[config.mk]
export PLATFORM = sky130hd
export DESIGN_NAME = graph_bfs_order_adjacency_matrix
export DESIGN_NICKNAME = d
export VERILOG_FILES = /design/src/hdl/gbfs_pkg.sv /design/src/hdl/gbfs_ram.sv /design/src/hdl/gbfs_ctrl.sv /design/src/hdl/gbfs_dpath.sv /design/src/hdl/graph_bfs_order_adjacency_matrix.sv
export SDC_FILE = /design/constraint.sdc
export NUM_CORES = 2
export LEC_CHECK = 0
export BUFFER_PORTS_ARGS = -buffer_cell sky130_fd_sc_hd__buf_2
export CAP_MARGIN = 20
export CORE_MARGIN = 5
export CORE_UTILIZATION = 25
export CTS_BUF_LIST = sky130_fd_sc_hd__clkbuf_4
export CTS_CLUSTER_SIZE = 20
export DETAILED_ROUTE_END_ITERATION = 8
export SYNTH_ARGS = -nofsm -noshare
export SYNTH_HDL_FRONTEND = slang
export SYNTH_MEMORY_MAX_BITS = 65536
export SYNTH_SLANG_ARGS = --single-unit
[constraint.sdc]
create_clock -name clock -period 13.6 [get_ports clock]
set_input_delay 0.68 -clock clock [delete_from_list [all_inputs] [get_ports clock]]
set_output_delay 0.68 -clock clock [all_outputs]
set_load 0.02 [all_outputs]
[src/hdl/gbfs_pkg.sv]
// Shared types and constants for the breadth-first order block.
// Used by the controller, the datapath and the top level; no dependencies.
package gbfs_pkg;

   localparam int VERTEX_W = 6;
   localparam int ROW_W    = 64;
   localparam int CSR_W    = 7;
   localparam logic [CSR_W-1:0] VCOUNT_RESET = 7'd64;

   // Commands from the controller to the datapath
   typedef struct packed {
      logic load_row;   // store the incoming row
      logic init;       // clear visited set and queue pointers
      logic enq;        // enqueue the lowest candidate vertex
      logic use_row;    // candidates come from the fetched row
      logic rd_queue;   // read the queue at head
      logic rd_row;     // latch current vertex, read its row
      logic emit;       // load the output register, advance head
   } cmd_type;

   // Status from the datapath to the controller
   typedef struct packed {
      logic cand_any;   // some candidate vertex remains
      logic more;       // queue not empty after this pop
      logic out_free;   // output register can take a result
   } sts_type;

endpackage

[src/hdl/gbfs_ram.sv]
// Generic single-write, single-read RAM with a registered read port.
// No dependencies.
module gbfs_ram #(
   parameter int WIDTH = 8,
   parameter int DEPTH = 16
) (
   input  logic                     clock,
   input  logic                     wr_en,
   input  logic [$clog2(DEPTH)-1:0] wr_addr,
   input  logic [WIDTH-1:0]         wr_data,
   input  logic                     rd_en,
   input  logic [$clog2(DEPTH)-1:0] rd_addr,
   output logic [WIDTH-1:0]         rd_data
);

   logic [WIDTH-1:0] mem_ff [DEPTH];
   logic [WIDTH-1:0] rd_data_ff;

   always_ff @(posedge clock) begin
      if (wr_en) begin
         mem_ff[wr_addr] <= wr_data;
      end
      if (rd_en) begin
         rd_data_ff <= mem_ff[rd_addr];
      end
   end

   assign rd_data = rd_data_ff;

endmodule

[src/hdl/gbfs_ctrl.sv]
// Traversal controller: sequences row loading and the breadth-first walk.
// Depends on gbfs_pkg for the command and status structs.
module gbfs_ctrl (
   input  logic             clock,
   input  logic             reset,
   input  logic             req_valid,
   input  logic             req_last_row,
   output logic             req_stall,
   input  gbfs_pkg::sts_type sts,
   output gbfs_pkg::cmd_type cmd
);
   import gbfs_pkg::*;

   localparam logic [2:0] ST_IDLE  = 3'd0;
   localparam logic [2:0] ST_INIT  = 3'd1;
   localparam logic [2:0] ST_FIND  = 3'd2;
   localparam logic [2:0] ST_RDQ   = 3'd3;
   localparam logic [2:0] ST_RDROW = 3'd4;
   localparam logic [2:0] ST_SCAN  = 3'd5;
   localparam logic [2:0] ST_EMIT  = 3'd6;

   logic [2:0] state_ff, state_in;

   assign req_stall = (state_ff != ST_IDLE);

   always_comb begin
      state_in = state_ff;
      cmd      = '0;
      case (state_ff)
         ST_IDLE: begin
            if (req_valid) begin
               cmd.load_row = 1'b1;
               if (req_last_row) begin
                  state_in = ST_INIT;
               end
            end
         end
         ST_INIT: begin
            cmd.init = 1'b1;
            state_in = ST_FIND;
         end
         ST_FIND: begin
            // lowest unvisited vertex starts a new component
            if (sts.cand_any) begin
               cmd.enq  = 1'b1;
               state_in = ST_RDQ;
            end else begin
               state_in = ST_IDLE;
            end
         end
         ST_RDQ: begin
            cmd.rd_queue = 1'b1;
            state_in     = ST_RDROW;
         end
         ST_RDROW: begin
            cmd.rd_row = 1'b1;
            state_in   = ST_SCAN;
         end
         ST_SCAN: begin
            cmd.use_row = 1'b1;
            if (sts.cand_any) begin
               cmd.enq = 1'b1;
            end else begin
               state_in = ST_EMIT;
            end
         end
         ST_EMIT: begin
            // hold until the output register frees up
            if (sts.out_free) begin
               cmd.emit = 1'b1;
               state_in = sts.more ? ST_RDQ : ST_FIND;
            end
         end
         default: begin
            state_in = ST_IDLE;
         end
      endcase
   end

   always_ff @(posedge clock) begin
      if (reset) begin
         state_ff <= ST_IDLE;
      end else begin
         state_ff <= state_in;
      end
   end

endmodule

[src/hdl/gbfs_dpath.sv]
// Traversal datapath: adjacency and queue RAMs, visited set, pointers,
// lowest-candidate encoder and the output register.
// Depends on gbfs_pkg and gbfs_ram.
module gbfs_dpath #(
   parameter int MAX_VERTICES = 64
) (
   input  logic                           clock,
   input  logic                           reset,
   input  gbfs_pkg::cmd_type              cmd,
   output gbfs_pkg::sts_type              sts,
   input  logic [gbfs_pkg::VERTEX_W-1:0]  req_row_index,
   input  logic [gbfs_pkg::ROW_W-1:0]     req_row_bits,
   input  logic                           csr_wr_en,
   input  logic [gbfs_pkg::CSR_W-1:0]     csr_wr_data,
   output logic                           rsp_valid,
   input  logic                           rsp_stall,
   output logic [gbfs_pkg::VERTEX_W-1:0]  rsp_vertex,
   output logic                           rsp_is_last
);
   import gbfs_pkg::*;

   localparam int IW = $clog2(MAX_VERTICES);
   localparam int CW = $clog2(MAX_VERTICES + 1);
   localparam logic [CSR_W-1:0] MAX_V = CSR_W'(MAX_VERTICES);

   logic [CSR_W-1:0]        vcount_ff, vcount_in;
   logic [CW-1:0]           n_ff, n_in;
   logic [MAX_VERTICES-1:0] mask_ff, mask_in;
   logic [MAX_VERTICES-1:0] visited_ff, visited_in;
   logic [CW-1:0]           head_ff, head_in;
   logic [CW-1:0]           tail_ff, tail_in;
   logic [IW-1:0]           cur_ff, cur_in;
   logic                    rsp_valid_ff, rsp_valid_in;
   logic [VERTEX_W-1:0]     rsp_vertex_ff, rsp_vertex_in;
   logic                    rsp_is_last_ff, rsp_is_last_in;

   logic [CSR_W-1:0]        n_sat;
   logic                    row_ok;
   logic [MAX_VERTICES-1:0] adj_rdata;
   logic [IW-1:0]           q_rdata;
   logic [MAX_VERTICES-1:0] cand;
   logic [MAX_VERTICES-1:0] lowest;
   logic [IW-1:0]           pick_idx;
   logic [CW-1:0]           head_next;

   assign row_ok = ({1'b0, req_row_index} < MAX_V);

   gbfs_ram #(.WIDTH(MAX_VERTICES), .DEPTH(MAX_VERTICES)) u_adj_ram (
      .clock   (clock),
      .wr_en   (cmd.load_row & row_ok),
      .wr_addr (req_row_index[IW-1:0]),
      .wr_data (req_row_bits[MAX_VERTICES-1:0]),
      .rd_en   (cmd.rd_row),
      .rd_addr (q_rdata),
      .rd_data (adj_rdata)
   );

   gbfs_ram #(.WIDTH(IW), .DEPTH(MAX_VERTICES)) u_queue_ram (
      .clock   (clock),
      .wr_en   (cmd.enq),
      .wr_addr (tail_ff[IW-1:0]),
      .wr_data (pick_idx),
      .rd_en   (cmd.rd_queue),
      .rd_addr (head_ff[IW-1:0]),
      .rd_data (q_rdata)
   );

   // Candidates: unvisited vertices in use, limited to neighbours while scanning
   always_comb begin
      cand   = (cmd.use_row ? adj_rdata : '1) & ~visited_ff & mask_ff;
      lowest = cand & (~cand + MAX_VERTICES'(1));
      pick_idx = '0;
      for (int i = 0; i < MAX_VERTICES; i++) begin
         if (lowest[i]) begin
            pick_idx = pick_idx | IW'(i);
         end
      end
   end

   assign n_sat     = (vcount_ff > MAX_V) ? MAX_V : vcount_ff;
   assign head_next = CW'(head_ff + CW'(1));

   assign sts.cand_any = |cand;
   assign sts.more     = (head_next != tail_ff);
   assign sts.out_free = ~rsp_valid_ff | ~rsp_stall;

   always_comb begin
      vcount_in      = csr_wr_en ? csr_wr_data : vcount_ff;
      n_in           = n_ff;
      mask_in        = mask_ff;
      visited_in     = visited_ff;
      head_in        = head_ff;
      tail_in        = tail_ff;
      cur_in         = cmd.rd_row ? q_rdata : cur_ff;
      rsp_valid_in   = rsp_valid_ff & rsp_stall;
      rsp_vertex_in  = rsp_vertex_ff;
      rsp_is_last_in = rsp_is_last_ff;

      if (cmd.init) begin
         n_in       = CW'(n_sat);
         visited_in = '0;
         head_in    = '0;
         tail_in    = '0;
         for (int i = 0; i < MAX_VERTICES; i++) begin
            mask_in[i] = (CSR_W'(i) < n_sat);
         end
      end
      if (cmd.enq) begin
         visited_in = visited_ff | lowest;
         tail_in    = CW'(tail_ff + CW'(1));
      end
      if (cmd.emit) begin
         head_in        = head_next;
         rsp_valid_in   = 1'b1;
         rsp_vertex_in  = VERTEX_W'(cur_ff);
         rsp_is_last_in = (head_next == n_ff);
      end
   end

   always_ff @(posedge clock) begin
      if (reset) begin
         vcount_ff    <= VCOUNT_RESET;
         visited_ff   <= '0;
         head_ff      <= '0;
         tail_ff      <= '0;
         n_ff         <= '0;
         mask_ff      <= '0;
         rsp_valid_ff <= 1'b0;
      end else begin
         vcount_ff    <= vcount_in;
         visited_ff   <= visited_in;
         head_ff      <= head_in;
         tail_ff      <= tail_in;
         n_ff         <= n_in;
         mask_ff      <= mask_in;
         rsp_valid_ff <= rsp_valid_in;
      end
   end

   always_ff @(posedge clock) begin
      cur_ff         <= cur_in;
      rsp_vertex_ff  <= rsp_vertex_in;
      rsp_is_last_ff <= rsp_is_last_in;
   end

   assign rsp_valid   = rsp_valid_ff;
   assign rsp_vertex  = rsp_vertex_ff;
   assign rsp_is_last = rsp_is_last_ff;

endmodule

[src/hdl/graph_bfs_order_adjacency_matrix.sv]
// Breadth-first visit order over an adjacency matrix.
// Requests carry one adjacency row each (req_row_index, req_row_bits); a
// request with req_last_row set stores its row and then starts a traversal
// of the first vertex_count vertices, covering every component.
// Responses give each vertex in visit order on rsp_vertex, with rsp_is_last
// set on the final one. The csr_ port writes vertex_count (reset 64,
// saturates at MAX_VERTICES); write it only while the block is idle.
// Rows load at one request per cycle while the block is idle and persist
// across traversals. During a traversal req_stall stays high. The walk
// has setup steps, a step per component start, then per vertex a queue
// read, a row read, the scan end and the output load, and a step per
// neighbour enqueued: the single read port of each RAM and the
// one-vertex-a-cycle enqueue loop set this sequence.
// A stalled response holds the output register and the walk waits on it;
// after the last vertex is loaded, new rows are taken while it waits.
// Reset is synchronous: it clears the controller, visited set, pointers and
// output valid, and restores vertex_count; RAM contents are not cleared.
// Depends on gbfs_pkg, gbfs_ctrl, gbfs_dpath and gbfs_ram.
module graph_bfs_order_adjacency_matrix #(
   parameter int MAX_VERTICES = 64
) (
   input  logic                           clock,
   input  logic                           reset,
   input  logic                           req_valid,
   output logic                           req_stall,
   input  logic [gbfs_pkg::VERTEX_W-1:0]  req_row_index,
   input  logic [gbfs_pkg::ROW_W-1:0]     req_row_bits,
   input  logic                           req_last_row,
   output logic                           rsp_valid,
   input  logic                           rsp_stall,
   output logic [gbfs_pkg::VERTEX_W-1:0]  rsp_vertex,
   output logic                           rsp_is_last,
   input  logic                           csr_wr_en,
   input  logic [gbfs_pkg::CSR_W-1:0]     csr_wr_data
);
   import gbfs_pkg::*;

   cmd_type cmd;
   sts_type sts;

   gbfs_ctrl u_ctrl (
      .clock        (clock),
      .reset        (reset),
      .req_valid    (req_valid),
      .req_last_row (req_last_row),
      .req_stall    (req_stall),
      .sts          (sts),
      .cmd          (cmd)
   );

   gbfs_dpath #(.MAX_VERTICES(MAX_VERTICES)) u_dpath (
      .clock         (clock),
      .reset         (reset),
      .cmd           (cmd),
      .sts           (sts),
      .req_row_index (req_row_index),
      .req_row_bits  (req_row_bits),
      .csr_wr_en     (csr_wr_en),
      .csr_wr_data   (csr_wr_data),
      .rsp_valid     (rsp_valid),
      .rsp_stall     (rsp_stall),
      .rsp_vertex    (rsp_vertex),
      .rsp_is_last   (rsp_is_last)
   );

endmodule
==> flow_metrics.tcl <==
set metrics [dict create \
    r2r_cells 9 \
    track_usage 0.134 \
    whs_endpoint "u_dpath.u_adj_ram.mem_ff[58][6]" \
    seq_area_frac_synth 0.774 \
    clockPowerShare 0.405 \
    grt_pass1_vias 92647 \
    status "finished clean" \
    syn_area_sq_um 181000 \
    p_comb_frac 0.042 \
    ys.warnings.count 0 \
    switchingPower_uw 6550 \
    pwr-share-seq 0.553 \
    rsz0062_at_grt "false" \
    period_needed_ns 5.72 \
    grt-ovfl-total 0 \
    r2r_setup_slack_ns 7.88 \
    totalWireLength_mm 507 \
    cp.required_ns 14.77 \
    worstSetupStartpoint "u_ctrl.state_ff[2]" \
    whs_path_depth 2 \
    dr.pass1.iters 8 \
    synth_top_area_cell "edfxtp_1" \
    grt_antenna_before_repair 77 \
    hold_viol 0 \
    slowest_delay_ns 0.92 \
    worst_pin_slew_ns 1.24 \
    ys_top_cells_by_count "edfxtp_1 (4563), mux4_2 (1470), clkbuf_1 (327)" \
    die_y_um 861 \
    cts.sinks 4722 \
    drcViolationCount 0 \
    cp-start-kind "flop" \
    dp_cells 17162 \
    yosys.cell_count.top_type "edfxtp_1" \
    synthToLayoutAreaGrowth_pct 16.5 \
    wl_per_cell_um 26.1 \
    cap_violations 0 \
    start_util 0.251 \
    die_area_sq_um 742000 \
    drtAntennaViolNets 0 \
    clock_skew_ns 0.232 \
    io_buffers 91 \
    crit_fanout 64 \
    grt_pass1_wl_mm 708 \
    avgSynthCellArea_sq_um 23.5 \
    cts_repair_resize_count 0 \
    synth_edf_count 4563 \
    cts_root_buffer "clkbuf_4" \
    fp.dieW_um 861 \
    drt_first_iter_violations 11145 \
    drive_gt1_frac 0.388 \
    clk_path_buf_depth 5 \
    finish.utilization 0.292 \
    worstHoldStart "req_row_bits[6]" \
    max_freq_mhz 175 \
    worst_path_max_delay_cell "dfxtp_2" \
    ioPinCount 92 \
    tns_ns 0 \
    clk_pin_slew_ns 0.07 \
    num_rows 312 \
    place_congestion 0.837 \
    vdd_ir_drop_max_v 0.000107 \
    htreeDepth 7 \
    async_flop_share 0 \
    syn_inst 7706 \
    endpoint_kind "flop" \
    dp_slack_ns 8.00 \
    slew_violations 0 \
    sw_frac_of_total 0.222 \
    yosysTopAreaCellShare 0.756 \
    vias 92207 \
    critPathKind "reg -> reg" \
    fin_crit_sh 0.421 \
    synth_area_leaders "edfxtp_1 (76%), mux4_2 (18%), dfxtp_1 (1.8%)" \
    finalNetCount 9088 \
    grt_max_degree 128 \
    cts_setup_buffers 0 \
    worstSkewPairLatency_ns 1.68 \
    r2r-start "u_ctrl.state_ff[2]" \
    dpl.hpwl_mm 269 \
    syn-num-nets 7791 \
    vias_per_cell 4.75 \
    power_density_nw_per_um2 140 \
    worstPathArrival_ns 6.89 \
    path_cells "nand3b_1 > o21ai_0 > nand3_1 > or4_1 > nor4_1 > a2111oi_0 > nor4b_1 > nand4_1 > buf_4" \
    timing.rr.end "u_dpath.u_queue_ram.mem_ff[51][5]" \
    power.leakage_uw 0.0649 \
    p_int_uw 22900 \
    min_path_type "in -> reg" \
    layoutNonFillerInstCount 19429 \
    synth-seq-cells 4722 \
    synth_cell_type_count 79 \
    numCtsBuffers 1293 \
    slew_headroom 0.171 \
    setup_viol 0 \
    setup_slack_ns 7.88 \
    synth_flop_cell "edfxtp_1" \
    cts_tree "built" \
    core_sq_um 722000 \
]
==> power by group through the flow <==
stage	sequential, uW	combinational (uW)	clock [uW]
3_5_place_dp	16600	1190	0
4_1_cts	16300	1220	12300
3_3_place_gp	16600	1160	0
5_1_grt	16300	1320	13100
6_report	16300	1230	11900
2_1_floorplan	16600	633	0
==> worst max-delay path: cells and delay by family (launching register included) <==
kind,cells,cell delay (ns)
and+or+nand+nor,6,3.11
DFF,1,0.92
AOI/OAI and AO/OA,2,0.75
buffers and inverters,1,0.56
==> per-layer routing <==
layer,routed length [um],GRT usage
met2,242000,0.210
met1,204000,0.180
met4,12300,0.0450
met5,219,0
met3,48500,0.0356
==> what timing repair did <==
action / CTS / global route
endpoints found under the hold margin: 4244 / 38
endpoints found under the setup margin: 0 / 0
hold buffers: 105 / 7
==> logic make-up after synthesis <==
family                     share of synthesized area
buffers and inverters                        0.00954
adders and majority gates                   0.000138
and+or+nand+nor                               0.0216
AOI/OAI and AO/OA                             0.0106
muxes                                          0.183
xor gates and xnor gates                    0.000967
DFF                                            0.774
==> flip-flops by register name, summed over array words and instances, names as in the netlist <==
| register | count |
|---|---|
| u_dpath.u_adj_ram.mem_ff | 4096 |
| u_dpath.u_queue_ram.mem_ff | 384 |
| u_dpath.mask_ff | 64 |
| u_dpath.u_adj_ram.rd_data | 64 |
| u_dpath.visited_ff | 64 |
| u_dpath.head_ff | 7 |
| u_dpath.tail_ff | 7 |
| u_dpath.vcount_ff | 7 |
| u_dpath.cur_ff | 6 |
| u_dpath.n_ff | 6 |
| u_dpath.rsp_vertex | 6 |
| u_dpath.u_queue_ram.rd_data | 6 |
| u_ctrl.state_ff | 3 |
| u_dpath.rsp_is_last | 1 |
| u_dpath.rsp_valid | 1 |
==> per-stage QoR <==
| stage | hold WS (ns) | cell area, sq um | total power (uW) |
|---|---|---|---|
| floorplan | 0.400 | 181000 | 17200 |
| global placement | 0.401 | 194000 | 17800 |
| detailed placement | 0.408 | 194000 | 17800 |
| CTS | 0.0356 | 211000 | 29800 |
| global route | 0.0255 | 211000 | 30700 |
| finish | 0.167 | 211000 | 29500 |
==> worst max path at each step <==
stage / cells after the start / end
after CTS: 9 / u_dpath.u_queue_ram.mem_ff[61][5]
after global routing: 9 / u_dpath.u_queue_ram.mem_ff[51][5]
after floorplan: 5 / u_dpath.cur_ff[0]
after detailed placement: 9 / u_dpath.u_queue_ram.mem_ff[6][5]
after global placement: 6 / u_dpath.u_adj_ram.rd_data[34]
final: 9 / u_dpath.u_queue_ram.mem_ff[51][5]
==> cell type report <==
type / instances / area [sq um]
Tap cell: 9577 / 12000
Timing Repair Buffer: 431 / 3770
Sequential cell: 4722 / 140000
Clock inverter: 241 / 1130
Multi-Input combinational cell: 2541 / 39800
Inverter: 14 / 52.6
Fill cell: 70348 / 511000
Antenna cell: 47 / 118
Clock buffer: 1856 / 13900
==> placed cells by master (no fill, tap or decap), drive strengths merged, types with 27 or more instances in the layout <==
cell / n
a22oi: 47
buf: 319
dlygate4sd3: 112
dfxtp: 159
nand2: 126
mux4: 1470
a21oi: 80
diode: 47
clkinv: 220
nand3: 36
edfxtp: 4563
nor2: 279
inv: 27
o21ai: 72
clkbuf: 1856
nor2b: 72
nor3: 35
(Power assumes the default switching activity.)
